===== config.mk =====
export PLATFORM = sky130hd
export DESIGN_NAME = she_cordic
export DESIGN_NICKNAME = d
export VERILOG_FILES = /design/src/rtl/she_pkg.sv /design/src/rtl/she_cordic.sv
export SDC_FILE = /design/constraint.sdc
export NUM_CORES = 1
export LEC_CHECK = 0
export BUFFER_PORTS_ARGS = -buffer_cell sky130_fd_sc_hd__buf_2
export CORE_UTILIZATION = 42
export CTS_BUF_LIST = sky130_fd_sc_hd__clkbuf_2 sky130_fd_sc_hd__clkbuf_4 sky130_fd_sc_hd__clkbuf_8
export DETAILED_ROUTE_END_ITERATION = 12
export HOLD_SLACK_MARGIN = 0.02
export SKIP_CTS_REPAIR_TIMING = 1
export SYNTH_ARGS = -nofsm -noshare
export SYNTH_HDL_FRONTEND = slang
export SYNTH_SLANG_ARGS = --single-unit

===== constraint.sdc =====
create_clock -name aclk -period 9.9 [get_ports aclk]
set_input_delay 0.99 -clock aclk [delete_from_list [all_inputs] [get_ports aclk]]
set_output_delay 0.99 -clock aclk [all_outputs]
set_load 0.005 [all_outputs]

===== src/rtl/she_pkg.sv =====
`timescale 1ns / 1ps
// ============================================================================
// she_pkg
// Shared constants, types and helper functions of the spherical harmonic unit.
// ============================================================================
package she_pkg;

    localparam int LMAX         = 8;
    localparam int ANGLE_BITS   = 16;
    localparam int IDX_W        = $clog2(LMAX + 1);
    localparam int K_W          = $clog2(LMAX + 3);
    localparam int VAL_W        = 34;
    localparam int COEF_W       = 32;
    localparam int OUT_W        = 18;
    localparam int CORDIC_STEPS = 26;
    localparam int STEP_W       = $clog2(CORDIC_STEPS + 1);

    localparam logic signed [VAL_W-1:0] CORDIC_GAIN  = VAL_W'(652032874);
    localparam logic signed [VAL_W-1:0] INV_SQRT_4PI = VAL_W'(75724244);
    localparam logic signed [OUT_W-1:0] OUT_MAX = 18'sd131071;
    localparam logic signed [OUT_W-1:0] OUT_MIN = -18'sd131072;

    // Request to the shared multiplier: a * b, rounded to Q.28 or Q.26 scale
    typedef struct packed {
        logic signed [VAL_W-1:0] a;
        logic signed [VAL_W-1:0] b;
        logic                    coef_scale;  // 1: drop 26 bits, 0: drop 28 bits
    } mul_req_t;

    // Arctangent of 2^-i in turns, Q0.32
    function automatic logic signed [31:0] turn_atan(input logic [STEP_W-1:0] i);
        logic signed [31:0] v;
        case (i)
            5'd0:  v = 32'h20000000;
            5'd1:  v = 32'h12E4051E;
            5'd2:  v = 32'h09FB385B;
            5'd3:  v = 32'h051111D4;
            5'd4:  v = 32'h028B0D43;
            5'd5:  v = 32'h0145D7E1;
            5'd6:  v = 32'h00A2F61E;
            5'd7:  v = 32'h00517C55;
            5'd8:  v = 32'h0028BE53;
            5'd9:  v = 32'h00145F2F;
            5'd10: v = 32'h000A2F98;
            5'd11: v = 32'h000517CC;
            5'd12: v = 32'h00028BE6;
            5'd13: v = 32'h000145F3;
            5'd14: v = 32'h0000A2FA;
            5'd15: v = 32'h0000517D;
            5'd16: v = 32'h000028BE;
            5'd17: v = 32'h0000145F;
            5'd18: v = 32'h00000A30;
            5'd19: v = 32'h00000518;
            5'd20: v = 32'h0000028C;
            5'd21: v = 32'h00000146;
            5'd22: v = 32'h000000A3;
            5'd23: v = 32'h00000051;
            5'd24: v = 32'h00000029;
            5'd25: v = 32'h00000014;
            default: v = 32'h0;
        endcase
        return v;
    endfunction

    // floor(sqrt(num/den * 2^52)) by bit search; evaluated at elaboration only
    function automatic logic [COEF_W-1:0] coef_q26(input longint unsigned num,
                                                   input longint unsigned den);
        logic [127:0] lim;
        logic [127:0] t;
        logic [31:0]  r;
        logic [31:0]  c;
        lim = 128'(num) << 52;
        r   = '0;
        for (int b = 31; b >= 0; b--) begin
            c = r | (32'd1 << b);
            t = 128'(c) * 128'(c) * 128'(den);
            if (t <= lim) begin
                r = c;
            end
        end
        return r;
    endfunction

    // Round a Q.28 value half up to Q.16 and clip to the output range
    function automatic logic signed [OUT_W-1:0] sat_out(input logic signed [VAL_W-1:0] v);
        logic signed [VAL_W-1:0] r;
        logic signed [OUT_W-1:0] o;
        r = (v + VAL_W'(2048)) >>> 12;
        if (r > VAL_W'(OUT_MAX)) begin
            o = OUT_MAX;
        end else if (r < $signed(VAL_W'(OUT_MIN))) begin
            o = OUT_MIN;
        end else begin
            o = r[OUT_W-1:0];
        end
        return o;
    endfunction

endpackage


===== src/rtl/she_cordic.sv =====
`timescale 1ns / 1ps
// ============================================================================
// she_cordic
// Iterative rotation CORDIC: cosine and sine of a Q0.32 turn angle, Q.28 out.
// ============================================================================
module she_cordic import she_pkg::*; (
    input  logic                    aclk,
    input  logic                    aresetn,
    input  logic                    start,
    input  logic [31:0]             angle,
    output logic                    done,
    output logic signed [VAL_W-1:0] cos_out,
    output logic signed [VAL_W-1:0] sin_out
);

    logic                    busy_reg;
    logic                    done_reg;
    logic [STEP_W-1:0]       step_reg;
    logic [1:0]              quad_reg;
    logic signed [VAL_W-1:0] x_reg;
    logic signed [VAL_W-1:0] y_reg;
    logic signed [31:0]      z_reg;
    logic signed [VAL_W-1:0] cos_reg;
    logic signed [VAL_W-1:0] sin_reg;
    logic signed [VAL_W-1:0] xs;
    logic signed [VAL_W-1:0] ys;
    logic signed [VAL_W-1:0] xr;
    logic signed [VAL_W-1:0] yr;

    always_comb begin
        xs = x_reg >>> step_reg;
        ys = y_reg >>> step_reg;
        xr = (x_reg + VAL_W'(2)) >>> 2;
        yr = (y_reg + VAL_W'(2)) >>> 2;
    end

    // Control: run the micro-rotations, then resolve the quadrant
    always_ff @(posedge aclk) begin
        if (!aresetn) begin
            busy_reg <= 1'b0;
            done_reg <= 1'b0;
            step_reg <= '0;
        end else begin
            done_reg <= 1'b0;
            if (start) begin
                busy_reg <= 1'b1;
                step_reg <= '0;
            end else if (busy_reg) begin
                if (step_reg == STEP_W'(CORDIC_STEPS)) begin
                    busy_reg <= 1'b0;
                    done_reg <= 1'b1;
                end else begin
                    step_reg <= step_reg + 1'b1;
                end
            end
        end
    end

    // Datapath: one micro-rotation per cycle
    always_ff @(posedge aclk) begin
        if (start) begin
            quad_reg <= angle[31:30];
            x_reg    <= CORDIC_GAIN;
            y_reg    <= '0;
            z_reg    <= {2'b00, angle[29:0]};
        end else if (busy_reg) begin
            if (step_reg == STEP_W'(CORDIC_STEPS)) begin
                case (quad_reg)
                    2'd0: begin
                        cos_reg <= xr;
                        sin_reg <= yr;
                    end
                    2'd1: begin
                        cos_reg <= -yr;
                        sin_reg <= xr;
                    end
                    2'd2: begin
                        cos_reg <= -xr;
                        sin_reg <= -yr;
                    end
                    default: begin
                        cos_reg <= yr;
                        sin_reg <= -xr;
                    end
                endcase
            end else if (!z_reg[31]) begin
                x_reg <= x_reg - ys;
                y_reg <= y_reg + xs;
                z_reg <= z_reg - turn_atan(step_reg);
            end else begin
                x_reg <= x_reg + ys;
                y_reg <= y_reg - xs;
                z_reg <= z_reg + turn_atan(step_reg);
            end
        end
    end

    assign done    = done_reg;
    assign cos_out = cos_reg;
    assign sin_out = sin_reg;

endmodule


# Yosys cells after proc, flatten, opt, wreduce, memory -nomap -nowiden
# Memories as Yosys holds them, arrays and structs flattened. A register that Yosys moved wholly into a read port is not among the register bits.
# Index checks and enable logic that the tools add are counted.
[word_totals] wordCells=64 memories=2 romBits=1920 output_inout_bits=69 regBits=177 input_bits=35
[op_classes] n_shift=2 add_sub_neg=11 eq_ne=4 bitwise_logic=4 n_mux=24 reduce_logical=7
[mem_list] name="(no name shown)" depth=32 width=30 read_ports=1 rd_clocked_by_memory_dff=1 write_ports=0 line_no="she_pkg.sv:33" rtl="case (i)"
[mem_list] name="(no name shown)" depth=32 width=30 read_ports=1 rd_clocked_by_memory_dff=1 write_ports=0 line_no="she_pkg.sv:33"
[ops] cell="two-way mux 32 bit" count=9
[ops] cell="one-hot mux 34 bit (3 select lines)" count=2
[ops] cell="two-way mux 30 bit" count=3
[ops] cell="adder 34 x 3 -> 34 bit, second input constant" count=2
[ops] cell="adder 34 bit" count=2
[ops] cell="two-way mux 34 bit" count=2
[ops] cell="negation 32 -> 34 bit" count=2
[ops] cell=">>> shifter 34 x 5 -> 34 bit" count=2
[ops] cell="subtractor 34 bit" count=2
[ops] cell="adder 32 bit" count=1
[ops] cell="subtractor 32 bit" count=1
[ops] cell="two-way mux 5 bit" count=4
[ops] cell="adder 5 x 1 -> 5 bit, second input constant" count=1
[ops] cell="equality test 5 bit, second input constant" count=1
[ops] cell="two-way mux 1 bit" count=4
[ops] cell="inverter 1 bit" count=4
[ops] cell="AND reduction 2 bit" count=2
[ops] cell="AND reduction 3 bit" count=1
[ops] cell="OR reduction 3 bit" count=1
[ops] cell="equality test 2 x 1 -> 1 bit, second input constant" count=1
[ops] cell="equality test 2 bit, second input constant" count=1
[ops] cell="zero test 2 bit" count=1
[ops] cell="inequality test 2 bit, second input constant" count=1
[ops] cell="nonzero test 2 bit" count=1
[ops] cell="OR reduction 2 bit" count=1

# Depth between registers and ports, before layout
# Gate-level depths: netlist (run 1).
[logic_depth] ltp_word=9 ltp_mapped=29 ltp_nobuf=24

# Worst setup path before layout (run 1)
# No wires, ideal clock.
[synth_path] path_type="reg2reg" from="register step_reg[0]" to="register cos_reg[0] (netlist: cos_out[0]) (enable)" arrival_ps=6555 path_buffers=5 path_stages_with_launch=10 t_required_ps=9307 slack_ps=2751 period_less_slack_ps=7149 setup_ps=593 cell_sequence="dfxtp_1 buf_2 buf_6 inv_1 buf_6 buf_6 buf_6 ha_1 nand3_1 nor3b_1"
[synth_between] elab_chain_len=2
[synth_rtl] element="from (decl)" line_no="she_cordic.sv:18" rtl="logic [STEP_W-1:0] step_reg;"
[synth_rtl] element="from (signal assigned)" line_no="she_cordic.sv:53" rtl="step_reg <= step_reg + 1'b1;"
[synth_rtl] element="equality test 5 bit" line_no="she_cordic.sv:67" rtl="if (step_reg == STEP_W'(CORDIC_STEPS)) begin"
[synth_rtl] element="AND reduction 3 bit (no source line)"
[synth_rtl] element="to (signal assigned)" line_no="she_cordic.sv:70" rtl="cos_reg <= xr;"
[synth_rtl] element="to (signal assigned)" line_no="she_cordic.sv:74" rtl="cos_reg <= -yr;"
[synth_rtl] element="to (signal assigned)" line_no="she_cordic.sv:78" rtl="cos_reg <= -xr;"
[synth_rtl] element="to (decl)" line_no="she_cordic.sv:23" rtl="logic signed [VAL_W-1:0] cos_reg;"
# No other way between the ends.
# A chain may end at the register's enable or synchronous reset.

# Worst setup path in the final report (run 1)
[layout_path] from="register step_reg[1]" to="register y_reg[33]"
[layout_between] elab_chain_len=3 word_cells_on_any_way=7 classes_between="2 x add/sub; 1 x eq/ne; 1 x shift; 1 x mux; 1 x bitwise; 1 x reduce/logical"
[layout_rtl] element=">>> shifter 34 x 5 -> 34 bit / equality test 5 bit (equally long branches)" line_no="she_cordic.sv:31, she_cordic.sv:67"
[layout_rtl] element="adder 34 bit (tied with other cells)" line_no="she_cordic.sv:88" rtl="y_reg <= y_reg + xs;"
[layout_rtl] element="two-way mux 34 bit / AND reduction 2 bit (equally long branches)"
[layout_rtl] element="to (signal assigned)" line_no="she_cordic.sv:88"
[layout_rtl] element="to (signal assigned)" line_no="she_cordic.sv:92" rtl="y_reg <= y_reg - xs;"
[layout_rtl] element="to (decl)" line_no="she_cordic.sv:21" rtl="logic signed [VAL_W-1:0] y_reg;"
# Several ways; a longest one is shown, not always the timed one.

==> impl_metrics.ini, run 1 <==
[outcome]
outcome = finished with violations
violations = max-capacitance violations

[clocking]
clock_latency_ps = 660
htreeDepth = 2
root_buffer = clkbuf_8
cts_tree = built
numCtsBuffers = 41
path_clk_slew_ps = 60
clockBufferDepth = 3
cts.sinks = 207

[timing]
min_period_ps = 7410
final.setup.tns_ps = 0
tightest_slew_ps = 1472
clock-skew-final_ps = 51.59
period_share_pct = 74.85
drv_slew = 0
setup-violations-final = 0
max_slew_margin_pct = 0.8272
rsz0062_at_grt = no
hold_viol_final = 0
clock.fmax_mhz = 135.0

[critical_path]
critPathTopFamily = compound AO/OA/AOI/OAI gates
critPathMostFrequentCell = a21o_1
crit_fanout = 63
critical_path_buf_inv_count = 1
cpPeakStageDelay_ps = 920
cp.required_ps = 10470
cp.depth = 23
crit_arrival_ps = 7980
reg2reg_depth = 23
crit_path_end_kind = register
rr_startpoint = step_reg[1]$_SDFFE_PP0P_
cp-start-kind = register
path_class = register to register
crit_start = step_reg[1]$_SDFFE_PP0P_
crit_chain = buf_4 > mux2_1 > mux2i_2 > o22ai_2 > a2111oi_4 > and4b_1 > and4_1 > and3_1 > nand2_1 > o22a_1 > o22a_1 > ha_1 > a21o_1 > a21o_1 > a21o_1 > a2111oi_0 > o21a_1 > o32ai_1 > o41ai_1 > a21oi_1 > xnor2_1 > or3_1 > a21oi_2
critPathSlowestCell = dfxtp_4

[hold_path]
hold_path_class = register to register
holdPathStages = 2
hold_start = x_reg[22]$_SDFFE_PP1P_

[global_routing]
grt_use_total_pct = 29.80
gr-total-overflow = 0
antenna_found_initial = 3
grt_pass1_wl_mm = 137.5
grt_pass1_vias = 22980
grt_start_max_net_pins = 172

[cells_and_area]
multi_input_area_um2 = 17930
final_nets = 3133
drive_gt1_share_pct = 14.23
syn_to_final_growth_pct = 7.775
seq_area_um2 = 5159
instances_no_fill = 3780
fill_cells = 5715

[routing]
drc_errors = 0
ant_nets = 0
num_vias = 24300
via_per_inst = 6.429
drt-total-wl_mm = 89.82
firstDrtPassIters = 6
route.detailed.wl_per_inst_um = 23.76
first_iter_violations = 2638

[pwr]
p_leak_nw = 10.08
power_density_nw_per_um2 = 349.1
total_power_mw = 9.190
vdd_drop_max_v = 0.0002003

[synth]
ys_types = 111
synthArstFlopShare_pct = 0
yosysMostFrequentCell = nand2_1
syn-num-nets = 3153
yosys_warnings = 0
avgSynthCellArea_um2 = 8.137
synth_cells = 3002
synth-edff-count = 100
synth_seq_cells = 207
synth_area_leader_cell = edfxtp_1
yosys-top-cells-area = edfxtp_1 12%, mux4_2 9.6%, dfxtp_1 8.8%, a21oi_1 6.1%, ha_1 5.8%
synth_top_area_share_pct = 12.29
synth-main-ff-cell = dfxtp_1
seq_area_frac_synth_pct = 21.06
syn_area_um2 = 24430
yosys-top-cells-count = 336 x nand2_1, 298 x a21oi_1, 240 x nor2_1

[floorplan]
die_width_um = 243.2
rows = 88
core_area_um2 = 57590
die_area_um2 = 59130
start_util_pct = 42.42
pin_count = 104
die_h_um = 243.2

[place]
dp_hpwl_mm = 66.04
dpl.cell_count = 3704
routabilityCongestion = 1.010
io_buffers = 103

[flow_run]
maxCapViolations = 1
[worst register-to-register path: stages (launching register included)]
cell and delay (ps):
dfxtp_4 920, buf_4 790, mux2_1 450, mux2i_2 280, o22ai_2 200, a2111oi_4 500, and4b_1 380, and4_1 360
and3_1 240, nand2_1 80, o22a_1 190, o22a_1 180, ha_1 340, a21o_1 200, a21o_1 170, a21o_1 160
a2111oi_0 390, o21a_1 200, o32ai_1 120, o41ai_1 380, a21oi_1 150, xnor2_1 160, or3_1 340, a21oi_2 140
[final cells by class]
cell class              count  area share [%]
inverters                  81           1.155
well taps                 765           3.636
multi-input cells        2490           68.10
clock inverters            23           1.288
clock buffers              52           2.552
diodes                      1        0.009505
flip-flops and latches    207           19.59
repair buffers            161           3.669
[kinds of logic after synthesis]
family / Yosys count / share of synthesized area [%]
and+or+nand+nor: 1039 / 20.81
AOI/OAI and AO/OA: 886 / 23.14
buffers and inverters: 305 / 5.614
xor gates and xnor gates: 236 / 8.461
muxes: 213 / 14.89
DFF: 207 / 21.06
adders and majority gates: 116 / 6.034
[metal layers]
| layer | up-vias | track usage, % | wire length (um) |
|---|---|---|---|
| li1 | 11200 | - | - |
| met1 | 11670 | 38.27 | 37140 |
| met2 | 1190 | 47.82 | 40730 |
| met3 | 237 | 5.153 | 7123 |
| met4 | 0 | 15.46 | 4835 |
| met5 | - | 0 | 0 |
[worst paths after layout]
check	endpoint	slack, ps
worst max-delay path	y_reg[33]$_SDFFE_PP0P_	2490
worst min-delay path	x_reg[22]$_SDFFE_PP1P_	470
worst max register to register	y_reg[33]$_SDFFE_PP0P_	2490
worst min register to register	x_reg[22]$_SDFFE_PP1P_	470
[per-stage QoR]
step	worst slack [ps]	cell area, um^2	hold WS (ps)	utilization (%)
3_5_place_dp	2556	25310	458.2	43.96
6_report	2490	26330	467.9	45.72
3_3_place_gp	2662	25310	453.4	43.96
2_1_floorplan	2751	24430	450.7	-
5_1_grt	1891	26330	495.0	45.72
4_1_cts	2511	26330	472.1	45.72
[cell usage in the layout (no fill, tap or decap), types with 23 or more instances in the layout]
master	synthesis	routed
a211oi_1	42	42
a21o_1	41	41
a21oi_1	298	298
a31oi_1	60	60
and2_1	38	37
and3_1	54	54
buf_2	44	102
buf_4	7	58
clkbuf_8	0	45
dfxtp_1	107	102
edfxtp_1	100	100
ha_1	113	113
inv_1	73	73
mux2_2	28	28
mux2i_1	65	65
mux4_2	104	104
nand2_1	336	335
nand2b_1	28	28
nand3_1	87	87
nand4_1	27	27
nor2_1	240	240
nor2b_1	26	25
nor3_1	70	69
o211ai_1	36	36
o21a_1	23	23
o21ai_0	163	163
o22ai_1	25	25
o31ai_1	23	23
or3_1	26	26
xnor2_1	128	128
xor2_1	108	108
[where the power goes]
part           leakage, nW  total, mW  internal [mW]  switching (mW)
sequential            1.82       1.53           1.14           0.382
combinational         7.74       6.57           2.73            3.84
clock                0.525       1.10          0.663           0.435
Note: power is estimated with default switching activity, not from simulation.
==> inputs of run 2 (changes only) <==
Settings changed: ABC_AREA set to 1.
Clock period 9.9 ns to 5.9 ns, I/O delays scaled along.
==> run 2 against run 1 <==
  * The flow now finishes without violations
  * Flip-flop and latch count is the same
  * Cell count rose by 25%
  * Die area shrank 2.3%
  * Combinational power is 32% higher
  * Worst hold slack worse by 310 ps
  * Non-clock buffer count is 7 higher
  * Critical path type unchanged
  * Largest cell class unchanged
==> impl_metrics.ini, run 2 <==
[timing]
tightest_slew_ps = 1086
setup-violations-final = 0
max_slew_margin_pct = 27.62
clock-skew-final_ps = 34.83
hold_viol_final = 0
clock.fmax_mhz = 196.8
final.setup.tns_ps = 0
drv_slew = 0
min_period_ps = 5080
period_share_pct = 86.10
rsz0062_at_grt = no

[place]
routabilityCongestion = 1.038
io_buffers = 103
dp_hpwl_mm = 71.38

[floorplan]
pin_count = 104
rows = 87
core_area_um2 = 56280
die_width_um = 240.4
die_area_um2 = 57790
die_h_um = 240.4
start_util_pct = 42.42

[clocking]
clock_latency_ps = 640
clockBufferDepth = 3
cts.sinks = 207
numCtsBuffers = 42
root_buffer = clkbuf_8
cts_tree = built
htreeDepth = 2
path_clk_slew_ps = 50

[global_routing]
grt_pass1_wl_mm = 140.3
antenna_found_initial = 1
gr-total-overflow = 0
grt_util_met2_pct = 52.50
use_met1_pct = 37.60
grt_use_met3_pct = 4.914
grt_pass1_vias = 24530
grt_start_max_net_pins = 71
grt_use_total_pct = 31.57
grt_busiest_layer = met2

[cells_and_area]
final_nets = 4095
drive_gt1_share_pct = 10.19
final_common_cell = nand2_1
fill_cells = 6092
seq_area_um2 = 5150
fin_util_pct = 46.39
multi_input_area_um2 = 16460
final_cell_mix = 1,098 x nand2_1, 522 x nand3_1, 396 x inv_1
syn_to_final_growth_pct = 9.372

[routing]
ant_nets = 0
drc_errors = 0
first_iter_violations = 2729
route.detailed.wl_per_inst_um = 19.48
num_vias = 26420
firstDrtPassIters = 8
drt-total-wl_mm = 92.17
via_per_inst = 5.585

[pwr]
vdd_drop_max_v = 0.0002860
power_density_nw_per_um2 = 485.0
p_leak_nw = 12.57

[synth]
synth_seq_cells = 207
syn-num-nets = 4034
synthArstFlopShare_pct = 0
avgSynthCellArea_um2 = 6.148
synth_cells = 3883
yosys_warnings = 0
synth-main-ff-cell = dfxtp_1
synth_area_leader_cell = nand2_1
synth-edff-count = 100
yosysMostFrequentCell = nand2_1
synth_top_area_share_pct = 17.27
ys_types = 70
yosys-top-cells-count = 1,098 x nand2_1, 523 x nand3_1, 399 x inv_1
yosys-top-cells-area = nand2_1 17%, edfxtp_1 13%, nand3_1 11%, dfxtp_1 9.0%, inv_1 6.3%
seq_area_frac_synth_pct = 21.55
syn_area_um2 = 23870

[hold_path]
hold_path_class = primary input to register

[critical_path]
r2r_setup_slack_ps = 820
crit_fanout = 70
crit_arrival_ps = 5550
crit_path_end_kind = register
path_class = register to register
cpPeakStageDelay_ps = 560
critPathSlowestCell = buf_4
cp.required_ps = 6370
cp-start-kind = register

[outcome]
outcome = completed

[flow_run]
maxCapViolations = 0
-- run 2: cell types whose count changed after synthesis, sizes merged, moves of 110 or more --
cell | before | now
nor2 | 242 | 352
inv | 74 | 426
nand2 | 338 | 1120
mux4 | 111 | 0
nand3 | 88 | 531
a21oi | 299 | 174
-- run 2: where the power goes --
| group | switching (mW) | internal, mW |
|---|---|---|
| Combinational | 5.77 | 2.93 |
| Sequential | 0.473 | 1.83 |
| Clock | 0.709 | 0.953 |
-- run 2: routing by layer --
metal / part of all wire, % / wire length (um)
met5: 0.014 / 13
met3: 7.1 / 6568
met2: 46 / 42050
met4: 7.4 / 6831
met1: 40 / 36710
-- run 2: through the flow --
step	cells	power [mW]	hold slack [ps]	worst slack, ps	instance area, um^2
global placement	4656	10.84	492.1	948.5	25200
CTS	4730	12.56	116.7	881.7	26110
global route	4731	13.75	131.7	349.2	26110
finish	4731	12.66	155.4	819.8	26110
detailed placement	4656	10.84	500.7	902.6	25200
floorplan	3883	8.412	470.9	1739	23880
-- run 2: worst max-delay path, delay by kind of cell (launching register included) --
| kind | cells | cell delay (ps) |
|---|---|---|
| AOI/OAI and AO/OA | 7 | 1540 |
| and+or+nand+nor | 11 | 1370 |
| buffers and inverters | 4 | 770 |
| adders and majority gates | 2 | 540 |
| DFF | 1 | 340 |
| xor gates and xnor gates | 2 | 320 |
-- run 2: cell type report --
| type | instances | share of cell area [%] |
|---|---|---|
| multi-input combinational | 3094 | 63.03 |
| sequential | 207 | 19.72 |
| clock buffer | 54 | 2.679 |
| timing repair buffer | 168 | 3.939 |
| tap | 756 | 3.623 |
| clock inverter | 20 | 0.7907 |
| antenna | 1 | 0.009585 |
| inverter | 431 | 6.206 |
-- run 2: cell families (layout without fill, tap and decap cells) --
family	after synthesis	after routing	share of synthesized area [%]
AOI/OAI and AO/OA	566	566	13.66
xor gates and xnor gates	206	206	7.951
and+or+nand+nor	2206	2206	41.03
adders and majority gates	116	116	6.174
buffers and inverters	582	673	9.634
other	0	1	0
DFF	207	207	21.55
-- run 2: final timing paths --
kind | from | to | cells after the start
setup reg to reg | step_reg[0]$_SDFFE_PP0P_ | x_reg[29]$_SDFFE_PP1P_ | 26
setup / recovery | step_reg[0]$_SDFFE_PP0P_ | x_reg[29]$_SDFFE_PP1P_ | 26
hold / removal | angle[30] | quad_reg[0]$_DFFE_PP_ | 1
hold reg to reg | z_reg[30]$_SDFFE_PP0P_ | z_reg[30]$_SDFFE_PP0P_ | 2
